===== config.mk =====
export PLATFORM = sky130hd
export DESIGN_NAME = build_file_tokenizer_top_flat
export DESIGN_NICKNAME = d
export VERILOG_FILES = /design/src/rtl/core/bft_pkg.sv /design/src/rtl/core/bft_if.sv /design/src/rtl/core/bft_front.sv /design/src/rtl/core/bft_queue.sv /design/src/rtl/core/bft_back.sv /design/src/rtl/core/build_file_tokenizer_top.sv /design/src/flat_wrapper.sv
export VERILOG_INCLUDE_DIRS = /design/src /design/src/rtl/core
export SDC_FILE = /design/constraint.sdc
export NUM_CORES = 1
export LEC_CHECK = 0
export ABC_AREA = 1
export BUFFER_PORTS_ARGS = -buffer_cell sky130_fd_sc_hd__buf_4
export CORE_AREA = 2 2 257 259
export DETAILED_ROUTE_END_ITERATION = 12
export DIE_AREA = 0 0 259 261
export GPL_TIMING_DRIVEN = 0
export PLACE_DENSITY = 0.61
export SYNTH_ARGS = -nofsm -noshare
export SYNTH_HDL_FRONTEND = slang
export SYNTH_SLANG_ARGS = --single-unit
export TNS_END_PERCENT = 50

===== constraint.sdc =====
create_clock -name clk -period 8.5 [get_ports clk]
set_input_delay 0.425 -clock clk [delete_from_list [all_inputs] [get_ports clk]]
set_output_delay 0.425 -clock clk [all_outputs]
set_load 0.02 [all_outputs]

===== src/rtl/core/assert_macros.svh =====
// Assertion macros shared by the tokenizer RTL.
// Needs clk and rst_n in the scope where the macros are used.
`ifndef ASSERT_MACROS_SVH
`define ASSERT_MACROS_SVH

// Property checked on every clock edge outside of reset.
`define BFT_ASSERT(label, prop, msg) \
  label: assert property (@(posedge clk) disable iff (!rst_n) prop) else $error(msg);

// Condition in one cycle implies a condition in the next cycle.
`define BFT_ASSERT_NEXT(label, pre, post, msg) \
  label: assert property (@(posedge clk) disable iff (!rst_n) (pre) |=> (post)) else $error(msg);

`endif


===== src/rtl/core/bft_pkg.sv =====
// Package of the build-file tokenizer: character codes, lexer modes,
// result codes, the result record and the per-byte result bundle.
// No dependencies.
`default_nettype none

package bft_pkg;

  localparam int LINE_BITS_DEF   = 16;
  localparam int QUEUE_DEPTH_DEF = 4;
  localparam int MAX_RES         = 4;
  localparam int REC_IDX_W       = $clog2(MAX_RES);
  localparam int REC_CNT_W       = $clog2(MAX_RES + 1);

  localparam logic [7:0] CH_LBRACE = 8'h7B;
  localparam logic [7:0] CH_RBRACE = 8'h7D;
  localparam logic [7:0] CH_LBRACK = 8'h5B;
  localparam logic [7:0] CH_RBRACK = 8'h5D;
  localparam logic [7:0] CH_COLON  = 8'h3A;
  localparam logic [7:0] CH_COMMA  = 8'h2C;
  localparam logic [7:0] CH_PLUS   = 8'h2B;
  localparam logic [7:0] CH_EQUAL  = 8'h3D;
  localparam logic [7:0] CH_LPAREN = 8'h28;
  localparam logic [7:0] CH_RPAREN = 8'h29;
  localparam logic [7:0] CH_QUOTE  = 8'h22;
  localparam logic [7:0] CH_UNDER  = 8'h5F;
  localparam logic [7:0] CH_SLASH  = 8'h2F;
  localparam logic [7:0] CH_STAR   = 8'h2A;
  localparam logic [7:0] CH_BSLASH = 8'h5C;
  localparam logic [7:0] CH_LF     = 8'h0A;
  localparam logic [7:0] CH_TAB    = 8'h09;
  localparam logic [7:0] CH_CR     = 8'h0D;
  localparam logic [7:0] CH_SPACE  = 8'h20;
  localparam logic [7:0] CH_LOW_N  = 8'h6E;
  localparam logic [7:0] CH_LOW_T  = 8'h74;
  localparam logic [7:0] CH_LOW_R  = 8'h72;

  localparam logic [3:0] M_IDLE  = 4'd0;
  localparam logic [3:0] M_SLASH = 4'd1;
  localparam logic [3:0] M_LCOMM = 4'd2;
  localparam logic [3:0] M_BLOCK = 4'd3;
  localparam logic [3:0] M_BSTAR = 4'd4;
  localparam logic [3:0] M_STR   = 4'd5;
  localparam logic [3:0] M_ESC   = 4'd6;
  localparam logic [3:0] M_INT   = 4'd7;
  localparam logic [3:0] M_IDENT = 4'd8;
  localparam logic [3:0] M_ERR   = 4'd9;

  localparam logic [1:0] EV_VALUE = 2'd0;
  localparam logic [1:0] EV_DONE  = 2'd1;
  localparam logic [1:0] EV_ERROR = 2'd2;

  localparam logic [3:0] K_NONE  = 4'd0;
  localparam logic [3:0] K_STR   = 4'd10;
  localparam logic [3:0] K_INT   = 4'd11;
  localparam logic [3:0] K_IDENT = 4'd12;
  localparam logic [3:0] K_END   = 4'd13;

  localparam logic [1:0] ERR_CHAR    = 2'd0;
  localparam logic [1:0] ERR_COMMENT = 2'd1;
  localparam logic [1:0] ERR_STRING  = 2'd2;

  typedef struct packed {
    logic [1:0]  event_res;
    logic [3:0]  kind;
    logic [7:0]  value_byte;
    logic [15:0] line_number;
    logic [1:0]  error_code;
  } rec_t;

  typedef struct packed {
    rec_t [MAX_RES-1:0]   rec;
    logic [REC_CNT_W-1:0] cnt;
  } bundle_t;

  function automatic logic is_digit(logic [7:0] c);
    return (c >= 8'h30) && (c <= 8'h39);
  endfunction

  function automatic logic is_alpha(logic [7:0] c);
    return ((c >= 8'h61) && (c <= 8'h7A)) || ((c >= 8'h41) && (c <= 8'h5A)) ||
           (c == CH_UNDER);
  endfunction

  // Returns the hit flag in bit 4 and the punctuation kind in bits 3:0.
  function automatic logic [4:0] punct_kind(logic [7:0] c);
    logic [4:0] r;
    unique case (c)
      CH_LBRACE: r = {1'b1, 4'd0};
      CH_RBRACE: r = {1'b1, 4'd1};
      CH_LBRACK: r = {1'b1, 4'd2};
      CH_RBRACK: r = {1'b1, 4'd3};
      CH_COLON:  r = {1'b1, 4'd4};
      CH_COMMA:  r = {1'b1, 4'd5};
      CH_PLUS:   r = {1'b1, 4'd6};
      CH_EQUAL:  r = {1'b1, 4'd7};
      CH_LPAREN: r = {1'b1, 4'd8};
      CH_RPAREN: r = {1'b1, 4'd9};
      default:   r = 5'd0;
    endcase
    return r;
  endfunction

  function automatic bundle_t add_rec(bundle_t b, logic [1:0] ev, logic [3:0] kd,
                                      logic [7:0] val, logic [15:0] ln,
                                      logic [1:0] code);
    rec_t r;
    r.event_res   = ev;
    r.kind        = kd;
    r.value_byte  = val;
    r.line_number = ln;
    r.error_code  = code;
    if (b.cnt < REC_CNT_W'(MAX_RES)) begin
      b.rec[b.cnt[REC_IDX_W-1:0]] = r;
      b.cnt = b.cnt + REC_CNT_W'(1);
    end
    return b;
  endfunction

endpackage

`default_nettype wire


===== src/rtl/core/bft_if.sv =====
// Valid/ready channel interfaces of the tokenizer: source bytes in,
// result items out. No dependencies.
`default_nettype none

interface bft_in_if;
  logic       valid;
  logic       ready;
  logic [7:0] char_byte;
  logic       end_of_source;

  modport source (output valid, output char_byte, output end_of_source, input ready);
  modport sink (input valid, input char_byte, input end_of_source, output ready);
endinterface

interface bft_out_if;
  logic        valid;
  logic        ready;
  logic [1:0]  event_res;
  logic [3:0]  kind;
  logic [7:0]  value_byte;
  logic [15:0] line_number;
  logic [1:0]  error_code;
  logic        last_of_run;

  modport source (output valid, output event_res, output kind, output value_byte,
                  output line_number, output error_code, output last_of_run,
                  input ready);
  modport sink (input valid, input event_res, input kind, input value_byte,
                input line_number, input error_code, input last_of_run,
                output ready);
endinterface

`default_nettype wire


===== src/rtl/core/bft_front.sv =====
// Lexer front end: accepts one source byte per cycle while the queue is not full, runs the mode machine
// and emits a bundle of up to four result records. Uses bft_pkg, bft_if.
`default_nettype none

module bft_front #(
  parameter int LINE_BITS = bft_pkg::LINE_BITS_DEF
) (
  input  wire              clk,
  input  wire              rst_n,
  bft_in_if.sink           in_ch,
  input  wire              full,
  output logic             push,
  output bft_pkg::bundle_t bnd
);
  import bft_pkg::*;
  `include "assert_macros.svh"

  localparam logic [LINE_BITS-1:0] LINE_ONE = LINE_BITS'(1);

  logic [3:0]           mode_r, mode_nxt;
  logic [LINE_BITS-1:0] cur_r, cur_nxt;
  logic [LINE_BITS-1:0] start_r, start_nxt;
  logic                 accept;
  logic                 eos_accept;
  logic                 at_reset_state;

  function automatic logic [15:0] disp(logic [LINE_BITS-1:0] v);
    logic [LINE_BITS+15:0] w;
    w = {16'd0, v};
    return w[15:0];
  endfunction

  function automatic logic [LINE_BITS-1:0] inc_line(logic [LINE_BITS-1:0] v);
    return (v == {LINE_BITS{1'b1}}) ? v : v + LINE_BITS'(1);
  endfunction

  assign in_ch.ready    = !full;
  assign accept         = in_ch.valid && in_ch.ready;
  assign push           = accept && (bnd.cnt != '0);
  assign eos_accept     = accept && in_ch.end_of_source;
  assign at_reset_state = (mode_r == M_IDLE) && (cur_r == LINE_ONE) && (start_r == LINE_ONE);

  always_comb begin
    logic [7:0] c;
    logic [7:0] d;
    logic [4:0] pk;
    logic       do_idle;
    c         = in_ch.char_byte;
    d         = c;
    pk        = punct_kind(c);
    do_idle   = 1'b0;
    mode_nxt  = mode_r;
    cur_nxt   = cur_r;
    start_nxt = start_r;
    bnd       = '0;

    unique case (mode_r)
      M_SLASH: begin
        if (c == CH_SLASH) begin
          mode_nxt = M_LCOMM;
        end else if (c == CH_STAR) begin
          start_nxt = cur_nxt;
          mode_nxt  = M_BLOCK;
        end else begin
          bnd      = add_rec(bnd, EV_ERROR, K_NONE, 8'd0, disp(cur_nxt), ERR_CHAR);
          mode_nxt = M_ERR;
        end
      end
      M_LCOMM: begin
        if (c == CH_LF) begin
          cur_nxt  = inc_line(cur_nxt);
          mode_nxt = M_IDLE;
        end
      end
      M_BLOCK: begin
        if (c == CH_STAR) begin
          mode_nxt = M_BSTAR;
        end else if (c == CH_LF) begin
          cur_nxt = inc_line(cur_nxt);
        end
      end
      M_BSTAR: begin
        if (c == CH_SLASH) begin
          mode_nxt = M_IDLE;
        end else if (c != CH_STAR) begin
          if (c == CH_LF) begin
            cur_nxt = inc_line(cur_nxt);
          end
          mode_nxt = M_BLOCK;
        end
      end
      M_STR: begin
        if (c == CH_BSLASH) begin
          mode_nxt = M_ESC;
        end else if (c == CH_QUOTE) begin
          bnd      = add_rec(bnd, EV_DONE, K_STR, 8'd0, disp(start_nxt), ERR_CHAR);
          mode_nxt = M_IDLE;
        end else begin
          if (c == CH_LF) begin
            cur_nxt = inc_line(cur_nxt);
          end
          bnd = add_rec(bnd, EV_VALUE, K_STR, c, disp(start_nxt), ERR_CHAR);
        end
      end
      M_ESC: begin
        mode_nxt = M_STR;
        if (c == CH_LF) begin
          cur_nxt = inc_line(cur_nxt);
        end else begin
          if (c == CH_LOW_N) begin
            d = CH_LF;
          end else if (c == CH_LOW_T) begin
            d = CH_TAB;
          end else if (c == CH_LOW_R) begin
            d = CH_CR;
          end
          bnd = add_rec(bnd, EV_VALUE, K_STR, d, disp(start_nxt), ERR_CHAR);
        end
      end
      M_INT: begin
        if (is_digit(c)) begin
          bnd = add_rec(bnd, EV_VALUE, K_INT, c, disp(start_nxt), ERR_CHAR);
        end else begin
          bnd     = add_rec(bnd, EV_DONE, K_INT, 8'd0, disp(start_nxt), ERR_CHAR);
          do_idle = 1'b1;
        end
      end
      M_IDENT: begin
        if (is_alpha(c) || is_digit(c)) begin
          bnd = add_rec(bnd, EV_VALUE, K_IDENT, c, disp(start_nxt), ERR_CHAR);
        end else begin
          bnd     = add_rec(bnd, EV_DONE, K_IDENT, 8'd0, disp(start_nxt), ERR_CHAR);
          do_idle = 1'b1;
        end
      end
      M_ERR: begin
      end
      default: begin
        do_idle = 1'b1;
      end
    endcase

    // A byte seen outside any token, including the byte that ended a number or identifier.
    if (do_idle) begin
      mode_nxt = M_IDLE;
      if (c == CH_LF) begin
        cur_nxt = inc_line(cur_nxt);
      end else if ((c == CH_SPACE) || (c == CH_TAB) || (c == CH_CR)) begin
        mode_nxt = M_IDLE;
      end else if (c == CH_SLASH) begin
        mode_nxt = M_SLASH;
      end else if (pk[4]) begin
        start_nxt = cur_nxt;
        bnd = add_rec(bnd, EV_VALUE, pk[3:0], c, disp(cur_nxt), ERR_CHAR);
        bnd = add_rec(bnd, EV_DONE, pk[3:0], 8'd0, disp(cur_nxt), ERR_CHAR);
      end else if (c == CH_QUOTE) begin
        start_nxt = cur_nxt;
        mode_nxt  = M_STR;
      end else if (is_digit(c)) begin
        start_nxt = cur_nxt;
        bnd       = add_rec(bnd, EV_VALUE, K_INT, c, disp(cur_nxt), ERR_CHAR);
        mode_nxt  = M_INT;
      end else if (is_alpha(c)) begin
        start_nxt = cur_nxt;
        bnd       = add_rec(bnd, EV_VALUE, K_IDENT, c, disp(cur_nxt), ERR_CHAR);
        mode_nxt  = M_IDENT;
      end else begin
        bnd      = add_rec(bnd, EV_ERROR, K_NONE, 8'd0, disp(cur_nxt), ERR_CHAR);
        mode_nxt = M_ERR;
      end
    end

    // The last byte closes what is pending and returns to the reset state.
    if (in_ch.end_of_source) begin
      unique case (mode_nxt) inside
        M_INT: begin
          bnd = add_rec(bnd, EV_DONE, K_INT, 8'd0, disp(start_nxt), ERR_CHAR);
        end
        M_IDENT: begin
          bnd = add_rec(bnd, EV_DONE, K_IDENT, 8'd0, disp(start_nxt), ERR_CHAR);
        end
        M_SLASH: begin
          bnd = add_rec(bnd, EV_ERROR, K_NONE, 8'd0, disp(cur_nxt), ERR_CHAR);
        end
        M_BLOCK, M_BSTAR: begin
          bnd = add_rec(bnd, EV_ERROR, K_NONE, 8'd0, disp(start_nxt), ERR_COMMENT);
        end
        M_STR, M_ESC: begin
          bnd = add_rec(bnd, EV_ERROR, K_NONE, 8'd0, disp(start_nxt), ERR_STRING);
        end
        default: begin
        end
      endcase
      if ((mode_nxt != M_ERR) && (mode_nxt != M_SLASH) && (mode_nxt != M_BLOCK) &&
          (mode_nxt != M_BSTAR) && (mode_nxt != M_STR) && (mode_nxt != M_ESC)) begin
        bnd = add_rec(bnd, EV_DONE, K_END, 8'd0, disp(cur_nxt), ERR_CHAR);
      end
      mode_nxt  = M_IDLE;
      cur_nxt   = LINE_ONE;
      start_nxt = LINE_ONE;
    end
  end

  always_ff @(posedge clk) begin
    if (!rst_n) begin
      mode_r  <= M_IDLE;
      cur_r   <= LINE_ONE;
      start_r <= LINE_ONE;
    end else if (accept) begin
      mode_r  <= mode_nxt;
      cur_r   <= cur_nxt;
      start_r <= start_nxt;
    end
  end

  `BFT_ASSERT(a_push_has_records, push |-> (bnd.cnt != '0), "empty bundle pushed")
  `BFT_ASSERT_NEXT(a_eos_resets, eos_accept, at_reset_state, "state not reset after last byte")

endmodule

`default_nettype wire


===== src/rtl/core/bft_queue.sv =====
// Short bundle queue between the lexer front end and the result serializer.
// Uses bft_pkg.
`default_nettype none

module bft_queue #(
  parameter int DEPTH = bft_pkg::QUEUE_DEPTH_DEF
) (
  input  wire              clk,
  input  wire              rst_n,
  input  wire              push,
  input  bft_pkg::bundle_t wr_bnd,
  input  wire              pop,
  output bft_pkg::bundle_t head,
  output logic             empty,
  output logic             full
);
  import bft_pkg::*;
  `include "assert_macros.svh"

  localparam int PTR_W = (DEPTH > 1) ? $clog2(DEPTH) : 1;
  localparam int CNT_W = $clog2(DEPTH + 1);
  localparam logic [PTR_W-1:0] PTR_LAST = PTR_W'(DEPTH - 1);

  bundle_t            mem_r [DEPTH];
  bundle_t            head_r;
  logic [PTR_W-1:0]   wr_ptr_r, wr_ptr_nxt;
  logic [PTR_W-1:0]   rd_ptr_r, rd_ptr_nxt;
  logic [CNT_W-1:0]   count_r, count_nxt;
  logic               do_push, do_pop;

  assign empty   = (count_r == '0);
  assign full    = (count_r == CNT_W'(DEPTH));
  assign do_push = push && !full;
  assign do_pop  = pop && !empty;
  assign head    = head_r;

  always_comb begin
    wr_ptr_nxt = wr_ptr_r;
    rd_ptr_nxt = rd_ptr_r;
    count_nxt  = count_r;
    if (do_push) begin
      wr_ptr_nxt = (wr_ptr_r == PTR_LAST) ? '0 : wr_ptr_r + PTR_W'(1);
    end
    if (do_pop) begin
      rd_ptr_nxt = (rd_ptr_r == PTR_LAST) ? '0 : rd_ptr_r + PTR_W'(1);
    end
    if (do_push && !do_pop) begin
      count_nxt = count_r + CNT_W'(1);
    end else if (do_pop && !do_push) begin
      count_nxt = count_r - CNT_W'(1);
    end
  end

  always_ff @(posedge clk) begin
    if (!rst_n) begin
      wr_ptr_r <= '0;
      rd_ptr_r <= '0;
      count_r  <= '0;
    end else begin
      wr_ptr_r <= wr_ptr_nxt;
      rd_ptr_r <= rd_ptr_nxt;
      count_r  <= count_nxt;
    end
  end

  // The head register follows the entry at the next read pointer, taking the
  // incoming bundle when it lands in that same entry.
  always_ff @(posedge clk) begin
    if (do_push) begin
      mem_r[wr_ptr_r] <= wr_bnd;
    end
    if (do_push && (wr_ptr_r == rd_ptr_nxt)) begin
      head_r <= wr_bnd;
    end else begin
      head_r <= mem_r[rd_ptr_nxt];
    end
  end

  `BFT_ASSERT(a_no_overflow, push |-> !full, "push into a full queue")
  `BFT_ASSERT(a_count_bound, count_r <= CNT_W'(DEPTH), "queue count out of range")

endmodule

`default_nettype wire


===== src/rtl/core/bft_back.sv =====
// Result serializer: walks the records of the queue head onto the result channel,
// one per cycle while the receiver is ready, and marks the last one. Uses bft_pkg, bft_if.
`default_nettype none

module bft_back (
  input  wire              clk,
  input  wire              rst_n,
  input  wire              empty,
  input  bft_pkg::bundle_t head,
  output logic             pop,
  bft_out_if.source        out_ch
);
  import bft_pkg::*;
  `include "assert_macros.svh"

  logic [REC_IDX_W-1:0] idx_r, idx_nxt;
  rec_t                 rec;
  logic                 last;
  logic                 take;

  assign rec  = head.rec[idx_r];
  assign last = ({1'b0, idx_r} + REC_CNT_W'(1)) == head.cnt;
  assign take = out_ch.valid && out_ch.ready;
  assign pop  = take && last;

  assign out_ch.valid       = !empty;
  assign out_ch.event_res   = rec.event_res;
  assign out_ch.kind        = rec.kind;
  assign out_ch.value_byte  = rec.value_byte;
  assign out_ch.line_number = rec.line_number;
  assign out_ch.error_code  = rec.error_code;
  assign out_ch.last_of_run = last;

  always_comb begin
    idx_nxt = idx_r;
    if (take) begin
      idx_nxt = last ? '0 : idx_r + REC_IDX_W'(1);
    end
  end

  always_ff @(posedge clk) begin
    if (!rst_n) begin
      idx_r <= '0;
    end else begin
      idx_r <= idx_nxt;
    end
  end

  `BFT_ASSERT(a_idx_in_bundle, out_ch.valid |-> ({1'b0, idx_r} < head.cnt), "bad record index")

endmodule

`default_nettype wire


===== src/rtl/core/build_file_tokenizer_top.sv =====
// Top level of the build-file tokenizer: front end, bundle queue, serializer.
// Uses bft_pkg, bft_if, bft_front, bft_queue, bft_back.
//
// Usage:
// in_ch carries one source byte per item, with end_of_source set on the last
// byte of a source. out_ch carries result items: value bytes, token-complete
// events with kind and start line, and errors; last_of_run marks the final
// result caused by one input byte. Bytes that cause no result give no item.
// The front end takes one byte per cycle while the queue has room, turning it
// into a bundle of up to four results in the same cycle; the queue registers
// the bundle for the serializer, which sends one result per cycle while the
// receiver is ready. So throughput is one byte per cycle while bytes cause at
// most one result each, and a byte with several results holds the output
// until all are sent. The queue holds QUEUE_DEPTH bundles; when the receiver
// stalls, the queue fills and in_ch.ready drops until space returns.
// Synchronous reset puts the lexer in idle with line 1 and empties the queue.
// After the last byte of a source, the state returns to the same values.
`default_nettype none

module build_file_tokenizer_top #(
  parameter int LINE_BITS   = bft_pkg::LINE_BITS_DEF,
  parameter int QUEUE_DEPTH = bft_pkg::QUEUE_DEPTH_DEF
) (
  input  wire       clk,
  input  wire       rst_n,
  bft_in_if.sink    in_ch,
  bft_out_if.source out_ch
);
  import bft_pkg::*;

  bundle_t bnd;
  bundle_t head;
  logic    push;
  logic    pop;
  logic    empty;
  logic    full;

  bft_front #(
    .LINE_BITS(LINE_BITS)
  ) u_front (
    .clk   (clk),
    .rst_n (rst_n),
    .in_ch (in_ch),
    .full  (full),
    .push  (push),
    .bnd   (bnd)
  );

  bft_queue #(
    .DEPTH(QUEUE_DEPTH)
  ) u_queue (
    .clk    (clk),
    .rst_n  (rst_n),
    .push   (push),
    .wr_bnd (bnd),
    .pop    (pop),
    .head   (head),
    .empty  (empty),
    .full   (full)
  );

  bft_back u_back (
    .clk    (clk),
    .rst_n  (rst_n),
    .empty  (empty),
    .head   (head),
    .pop    (pop),
    .out_ch (out_ch)
  );

endmodule

`default_nettype wire


===== src/flat_wrapper.sv =====
// flat-port wrapper written by rule: the top's interface ports become plain ports
module build_file_tokenizer_top_flat import bft_pkg::*;
#(
  parameter int LINE_BITS   = bft_pkg::LINE_BITS_DEF,
  parameter int QUEUE_DEPTH = bft_pkg::QUEUE_DEPTH_DEF
)
  (clk, rst_n, in_ch_valid, in_ch_char_byte, in_ch_end_of_source, in_ch_ready, out_ch_valid, out_ch_event_res, out_ch_kind, out_ch_value_byte, out_ch_line_number, out_ch_error_code, out_ch_last_of_run, out_ch_ready);
  bft_in_if in_ch_i ();
  bft_out_if out_ch_i ();
  input  wire clk;
  input  wire rst_n;
  input wire logic [$bits(in_ch_i.valid)-1:0] in_ch_valid;
  input wire logic [$bits(in_ch_i.char_byte)-1:0] in_ch_char_byte;
  input wire logic [$bits(in_ch_i.end_of_source)-1:0] in_ch_end_of_source;
  output wire logic [$bits(in_ch_i.ready)-1:0] in_ch_ready;
  output wire logic [$bits(out_ch_i.valid)-1:0] out_ch_valid;
  output wire logic [$bits(out_ch_i.event_res)-1:0] out_ch_event_res;
  output wire logic [$bits(out_ch_i.kind)-1:0] out_ch_kind;
  output wire logic [$bits(out_ch_i.value_byte)-1:0] out_ch_value_byte;
  output wire logic [$bits(out_ch_i.line_number)-1:0] out_ch_line_number;
  output wire logic [$bits(out_ch_i.error_code)-1:0] out_ch_error_code;
  output wire logic [$bits(out_ch_i.last_of_run)-1:0] out_ch_last_of_run;
  input wire logic [$bits(out_ch_i.ready)-1:0] out_ch_ready;
  assign in_ch_i.valid = in_ch_valid;
  assign in_ch_i.char_byte = in_ch_char_byte;
  assign in_ch_i.end_of_source = in_ch_end_of_source;
  assign in_ch_ready = in_ch_i.ready;
  assign out_ch_valid = out_ch_i.valid;
  assign out_ch_event_res = out_ch_i.event_res;
  assign out_ch_kind = out_ch_i.kind;
  assign out_ch_value_byte = out_ch_i.value_byte;
  assign out_ch_line_number = out_ch_i.line_number;
  assign out_ch_error_code = out_ch_i.error_code;
  assign out_ch_last_of_run = out_ch_i.last_of_run;
  assign out_ch_i.ready = out_ch_ready;
  build_file_tokenizer_top #(.LINE_BITS(LINE_BITS), .QUEUE_DEPTH(QUEUE_DEPTH)) u_core (.clk(clk), .rst_n(rst_n), .in_ch(in_ch_i), .out_ch(out_ch_i));
endmodule

---- Word-level counts from Yosys, hierarchy flattened ----
Memory sizes are Yosys's and may differ from the RTL's. A register that Yosys moved wholly into a read port is not among the register bits.
Cells that the tools add are included.
storage, ports and cells
  bits in registers ....................... 45
  RAM bits ................................ 524
  input bits .............................. 13
  output and inout bits ................... 35
  word-level logic and storage cells ...... 240
  memories kept ........................... 1
operators by class
  add/subtract/negate cells ............... 12
  magnitude comparators ................... 19
  equality and inequality tests ........... 51
  mux-type cells .......................... 114
  reduce and logical (&&, ||, !) cells .... 36
memory list
  name                  depth  bits a word  read ports  clocked after Yosys merged registers in  write ports  line             source
  u_core.u_queue.mem_r  4      131          1           1                                        1            bft_queue.sv:24  bundle_t mem_r [DEPTH];
operators with widths
  operator                 number
  $mux W131                27
  $bwmux W128              11
  $pmux W131 S5            1
  $mux W16                 23
  $demux W32 S2            4
  $pmux W35 S5             1
  $mux W32                 5
  $mux W34                 4
  $eq A8 B6 Y1 const B     10
  $eq A8 B7 Y1 const B     9
  $mux W35                 2
  $bmux W32 S2             1
  $mux W4                  16
  $pmux W16 S4             1
  $pmux W5 S10             1
  $mux W33                 1
  $add A16 B1 Y16 const B  2
  $eq A16 B16 Y1 const B   2
  $eq A4 B3 Y1 const B     8
  $eq A8 B4 Y1 const B     3
  $mux W8                  3
  $pmux W4 S6              1
  $logic_and A1 B1 Y1      20
  $ge A8 B7 Y1 const B     2
  32 further kinds         74

---- Depth between registers and ports, before layout ----
  word-level depth ........................ 52
  depth in mapped cells ................... 32
  mapped depth without buffers ............ 32

---- Modules after synthesis ----
Synthesis repeated with hierarchy kept, for this count alone.
second synthesis, totals
  cell total of the unflattened synthesis .. 3220
  area, all modules ....................... 29171.7 µm²
modules (own cells, without submodules)
  module     instances  cells each  area an instance (µm²)  seq. area each (µm²)
  bft_queue  1          1341        19914.1                 15915.3
  bft_front  1          1666        8161.6                  720.7
  bft_back   1          213         1096.1                  40.0

---- Worst setup path before layout ----
Ideal clock, no wire load.
  path kind ............................... input-to-reg
  from .................................... input in_ch_char_byte[5]
  to ...................................... memory u_core.u_queue.mem_r[0][0] (netlist name), enable pin
  library setup time ...................... 0.590 ns
  arrival time ............................ 8.077 ns
  required time ........................... 7.910 ns
  path slack .............................. -0.166 ns
  stages on the path ...................... 25
  buffers on the path ..................... 1
  cell sequence ........................... buf_4 > nor2_1 > nand2_1 > nor2_2 > nor2_1 > inv_2 > nand3_2 > nor2_4 > nand2_2 > ha_1 > o21ai_0 > ha_1 > inv_1 > nand2_1 > nand2_1 > inv_1 > ha_1 > inv_1 > o21ai_2 > nand2_1 > nand3_2 > nor2_2 > nor2_4 > inv_2 > nor2_1
on the way
  cells in the longest elaborated chain, start to end .. 31
  elaborated cells between the ends (all ways) .. 121
  those cells by class .................... add/sub: 4; order compare: 10; eq/ne: 33; mux: 56; reduce/logical: 18
RTL lines
  element                                        line                              source
  from (decl)                                    flat_wrapper.sv:13                input wire logic [$bits(in_ch_i.char_byte)-1:0] in_ch_char_byte;
  $eq A8 B6 Y1                                   bft_front.sv:61, bft_front.sv:76
  $mux W35                                       bft_front.sv:61                   end else if (c == CH_STAR) begin
  $mux W35                                       bft_front.sv:59                   if (c == CH_SLASH) begin
  $pmux W35 S5                                   bft_front.sv:57                   unique case (mode_r)
  $add A3 B1 Y3 or $lt A3 B3 Y1 (tied branches)  bft_pkg.sv:114, bft_pkg.sv:112
  $mux W131                                      bft_pkg.sv:112                    if (b.cnt < REC_CNT_W'(MAX_RES)) begin
  $mux W131                                      bft_front.sv:152                  end else if (pk[4]) begin
  $mux W131                                      bft_front.sv:150                  end else if (c == CH_SLASH) begin
  [... 16 more ...]                              -
  $mux W131                                      bft_front.sv:194                  if ((mode_nxt != M_ERR) && (mode_nxt != M_SLASH) && (mode_nxt != M_BLOCK) &&
  $mux W131 *                                    bft_front.sv:174                  if (in_ch.end_of_source) begin
  $reduce_bool A3 Y1 *                           bft_front.sv:39                   assign push = accept && (bnd.cnt != '0);
  $logic_and A1 B1 Y1 *                          bft_front.sv:39
  $logic_and A1 B1 Y1 *                          bft_queue.sv:33                   assign do_push = push && !full;
  named net u_core.u_queue.do_push               bft_queue.sv:29                   logic do_push, do_pop;
  $mux W1 *                                      bft_queue.sv:69                   if (do_push) begin
  $mux W1 (not written as such) *                bft_queue.sv:70                   mem_r[wr_ptr_r] <= wr_bnd;
  to (decl)                                      bft_queue.sv:24
The timed path passes the listed nets; every way through them passes the cells marked *. The select of a mux whose other input is x is not followed.

---- Worst setup path after layout ----
  from .................................... register u_core.u_front.mode_r[3]
  to ...................................... memory u_core.u_queue.mem_r[2][76] (netlist name), enable pin
on the way
  cells in the longest elaborated chain, start to end .. 29
  elaborated cells between the ends (all ways) .. 81
  those cells by class .................... add/sub: 4; order compare: 4; eq/ne: 22; mux: 40; reduce/logical: 11
RTL lines
  element                                        line                            source
  from (decl)                                    bft_front.sv:20                 logic [3:0] mode_r, mode_nxt;
  from (signal assigned)                         bft_front.sv:210                mode_r <= mode_nxt;
  $eq A4 B4 Y1, or another cell as far along     bft_front.sv:57
  $pmux W35 S5                                   bft_front.sv:57
  $add A3 B1 Y3 or $lt A3 B3 Y1 (tied branches)  bft_pkg.sv:114, bft_pkg.sv:112
  $mux W131                                      bft_pkg.sv:112
  $mux W131                                      bft_front.sv:152
  $mux W131                                      bft_front.sv:150
  $mux W131                                      bft_front.sv:148                end else if ((c == CH_SPACE) || (c == CH_TAB) || (c == CH_CR)) begin
  $mux W131                                      bft_front.sv:146                if (c == CH_LF) begin
  [... 14 more ...]                              -
  $mux W131                                      bft_front.sv:194
  $mux W131 *                                    bft_front.sv:174
  $reduce_bool A3 Y1 *                           bft_front.sv:39
  $logic_and A1 B1 Y1 *                          bft_front.sv:39
  $logic_and A1 B1 Y1 *                          bft_queue.sv:33
  named net u_core.u_queue.do_push               bft_queue.sv:29
  $mux W1 *                                      bft_queue.sv:69
  $mux W1 (not written as such) *                bft_queue.sv:70
Marks and branches as above.

==> key figures <==
Placed design
  – DP HPWL: about 76 mm
  – Routability Congestion: 0.954
  – I/O Buffers: 43
  – Pre-CTS WS: 1.95 ns
  – DP Cell Count: roughly 3800

Worst setup path
  – Crit Path Category: reg2reg
  – End point of the critical path: u_core.u_queue.mem_r[2][76]$_DFFE_PP_
  – Flop2flop setup slack: 2.13 ns
  – Worst EP arrival: 6.69 ns
  – R2R depth: 28
  – RR Endpoint: u_core.u_queue.mem_r[2][76]$_DFFE_PP_
  – R2r startpoint: u_core.u_front.mode_r[3]$_SDFFE_PN0P_
  – CP max-delay cell: nor2_4
  – Worst EP required: 8.82 ns
  – Most common cell on crit path: nand2_1
  – Crit end category: register
  – Slowest Stage Delay on Critical Path: between 0.7 and 0.8 ns
  – Worst Setup Start Kind: register
  – CP max FO: 27
  – Crit path from: u_core.u_front.mode_r[3]$_SDFFE_PN0P_

Detailed routing
  – ANT nets after route: 0
  – Wire length per cell: 26.2 um
  – Total number of vias: 22730
  – DR vias/cell: about 5.9
  – DRC viols: 0
  – Initial drt markers: 3175
  – Total wire length: 101 mm
  – TritonRoute pass-1 iters: 6

Synthesis
  – Synth top area share: 53.1%
  – Commonest cells post-synth: 626 x nand2_1, 456 x edfxtp_1, 379 x nor2_1, 340 x o21ai_0, 148 x inv_1
  – Register area share after synthesis: 56.7%
  – Synth async-reset ratio: 0%
  – Dominant synthesized flop cell: edfxtp_1
  – Mean Syn Cell Area: 9.12 um^2
  – Library cells used by synthesis: 57
  – Most common cell in the netlist: nand2_1
  – Mapped Area: 0.0258 mm^2
  – Yosys Warn Count: 0
  – EDFF count, synth: 456
  – #FFs+latches synth: 503
  – Gate Count Post-Synth: 2830
  – Ranking of synthesized cells by area: edfxtp_1 53%, nand2_1 9.1%, o21ai_0 6.6%, nor2_1 5.5%, dfxtp_1 3.6%
  – Synth area leader: edfxtp_1

STA
  – Hold Vio Cnt, Final: 0
  – Final clock skew: approximately 0.021 ns
  – Rel. slew slack: 15.2%
  – Setup TNS: 0 ns
  – # setup viols final: 0
  – Setup ws final: 2.13 ns
  – RSZ-0062 raised after global routing: false
  – Fin crit share: 74.9%
  – Worst slew pin tran: 1.26 ns
  – Max-slew violations: 0
  – Final worst path period need: between 6 and 7 ns
  – Max Fclk: ~160 MHz

Pwr
  – VDD IR max: ~0.16 mV
  – Pwr dens: 316 mW/mm^2
  – Pleak: 0.0108 uW

Clocking
  – H-tree levels: 2
  – Clock sinks: 503
  – CTS clk-pin slew, worst paths: 0.07 ns
  – CTS tree: built
  – Bufs on Longest Clock Path: 3
  – Cts hold-fix bufs: 0
  – Root Driver: clkbuf_16
  – Clk_lat worst skew: between 0.6 and 0.7 ns
  – Cts repair resizes: 0
  – Cts bufs inserted: 54
  – Post-CTS setup buffer count: 0

Global route
  – First-pass GRT wire length: 145 mm
  – Vias in the first global route: 21013
  – Global route overflow: 0
  – Initial antenna violation count: 4
  – Tot GR Track Use: 29.5%
  – Largest net degree at the start of global routing: 28

Floorplanning
  – Die ar.: around 0.068 mm^2
  – Core ar.: 0.0650 mm^2
  – Die Y-Extent: 261 um
  – Std cell rows: 94
  – Die X: approximately 260 um
  – Initial Util: 39.7%
  – I/O Pins: 48

Outcome
  – Status: finished, final reports clean

Layout
  – Area Overhead vs Synth: 13.7%
  – Final net count: 2981
  – Share of layout cells above drive strength 1: a little over a tenth
  – Fin util: 45.1%
  – Fill count: 6224
  – Number of diodes: 0
  – Final cell count without fillers: between 3000 and 4000

Hold path
  – Hold WC Path Type: in2reg

Run
  – Max-cap viol count: 0
-- worst max-delay path: cells and delay by family, from the launching register on --
kind / cells / cell delay [ns]
DFF: 1 / 0.43
and+or+nand+nor: 13 / 2.75
AOI/OAI and AO/OA: 2 / 0.78
buffers and inverters: 10 / 1.41
adders and majority gates: 3 / 0.58
-- cells in the final DEF (no fill, tap or decap), types with 51 or more instances in the layout --
cell type / count
nand2_1: 626
edfxtp_1: 456
nor2_1: 375
o21ai_0: 340
inv_1: 148
nand3_1: 145
clkbuf_1: 126
a21oi_1: 82
o221ai_1: 69
o22ai_1: 56
clkbuf_16: 54
buf_4: 51
-- metal layers --
metal	GRT usage (%)	vias to the layer above	part of all wire (%)
met3	4.70	187	8.7
met1	41.3	11129	42
met5	0	-	0.0089
met2	46.5	1266	45
met4	10.4	2	3.8
li1	-	10146	-
-- kinds of logic after synthesis --
kind of cell               count (synthesis)  synth area share [%]
AOI/OAI and AO/OA                        662                  15.0
xor gates and xnor gates                   7                 0.310
adders and majority gates                 19                 0.950
buffers and inverters                    336                  5.25
DFF                                      503                  56.7
other                                      1                0.0145
and+or+nand+nor                         1302                  21.8
-- worst min-delay path by stage --
| stage | startpoint | end | slack [ns] | cells after the start |
|---|---|---|---|---|
| after floorplan | u_core.u_front.start_r[10]$_SDFFE_PN0P_ | u_core.u_front.start_r[10]$_SDFFE_PN0P_ | 0.45 | 2 |
| after global placement | u_core.u_front.start_r[12]$_SDFFE_PN0P_ | u_core.u_front.start_r[12]$_SDFFE_PN0P_ | 0.45 | 2 |
| after detailed placement | u_core.u_front.start_r[12]$_SDFFE_PN0P_ | u_core.u_front.start_r[12]$_SDFFE_PN0P_ | 0.46 | 2 |
| after CTS | rst_n | u_core.u_front.cur_r[0]$_SDFFE_PN1P_ | 0.08 | 2 |
| after global routing | rst_n | u_core.u_front.cur_r[0]$_SDFFE_PN1P_ | 0.10 | 2 |
| final | rst_n | u_core.u_front.cur_r[0]$_SDFFE_PN1P_ | 0.10 | 2 |
-- report_power, final --
group          total, uW  switching, uW  leakage, uW  internal [uW]
Clock               2330           1030     0.000847           1300
Combinational       3650           2680      0.00529            968
Sequential          3280           96.5      0.00466           3190
-- through the flow --
stage	power [uW]	cell area, um^2	hold WS [ns]
6_report	9270	29300	0.103
5_1_grt	9620	29300	0.100
4_1_cts	9230	29300	0.0815
3_5_place_dp	6920	27600	0.455
3_3_place_gp	6880	27200	0.453
2_1_floorplan	5320	25800	0.445
-- sequential cells by signal, indices dropped and copies added (netlist names), named ones only --
name,flops
u_core.u_back.idx_r,2
u_core.u_queue.count_r,3
u_core.u_front.start_r,16
u_core.u_queue.mem_r,456
u_core.u_queue.wr_ptr_r,2
u_core.u_front.cur_r,16
u_core.u_front.mode_r,4
u_core.u_queue.rd_ptr_r,2
-- cell type report --
type / instances / area [um^2] / share of cell area (%)
multi-input cells: 1994 / 9860 / 33.6
plain buffers: 155 / 672 / 2.29
repair buffers: 60 / 678 / 2.31
well taps: 864 / 1080 / 3.68
clock inverters: 37 / 333 / 1.13
clock buffers: 64 / 1400 / 4.77
flip-flops and latches: 503 / 14600 / 49.9
inverters: 181 / 682 / 2.32
Power figures use the tool's default switching activity.
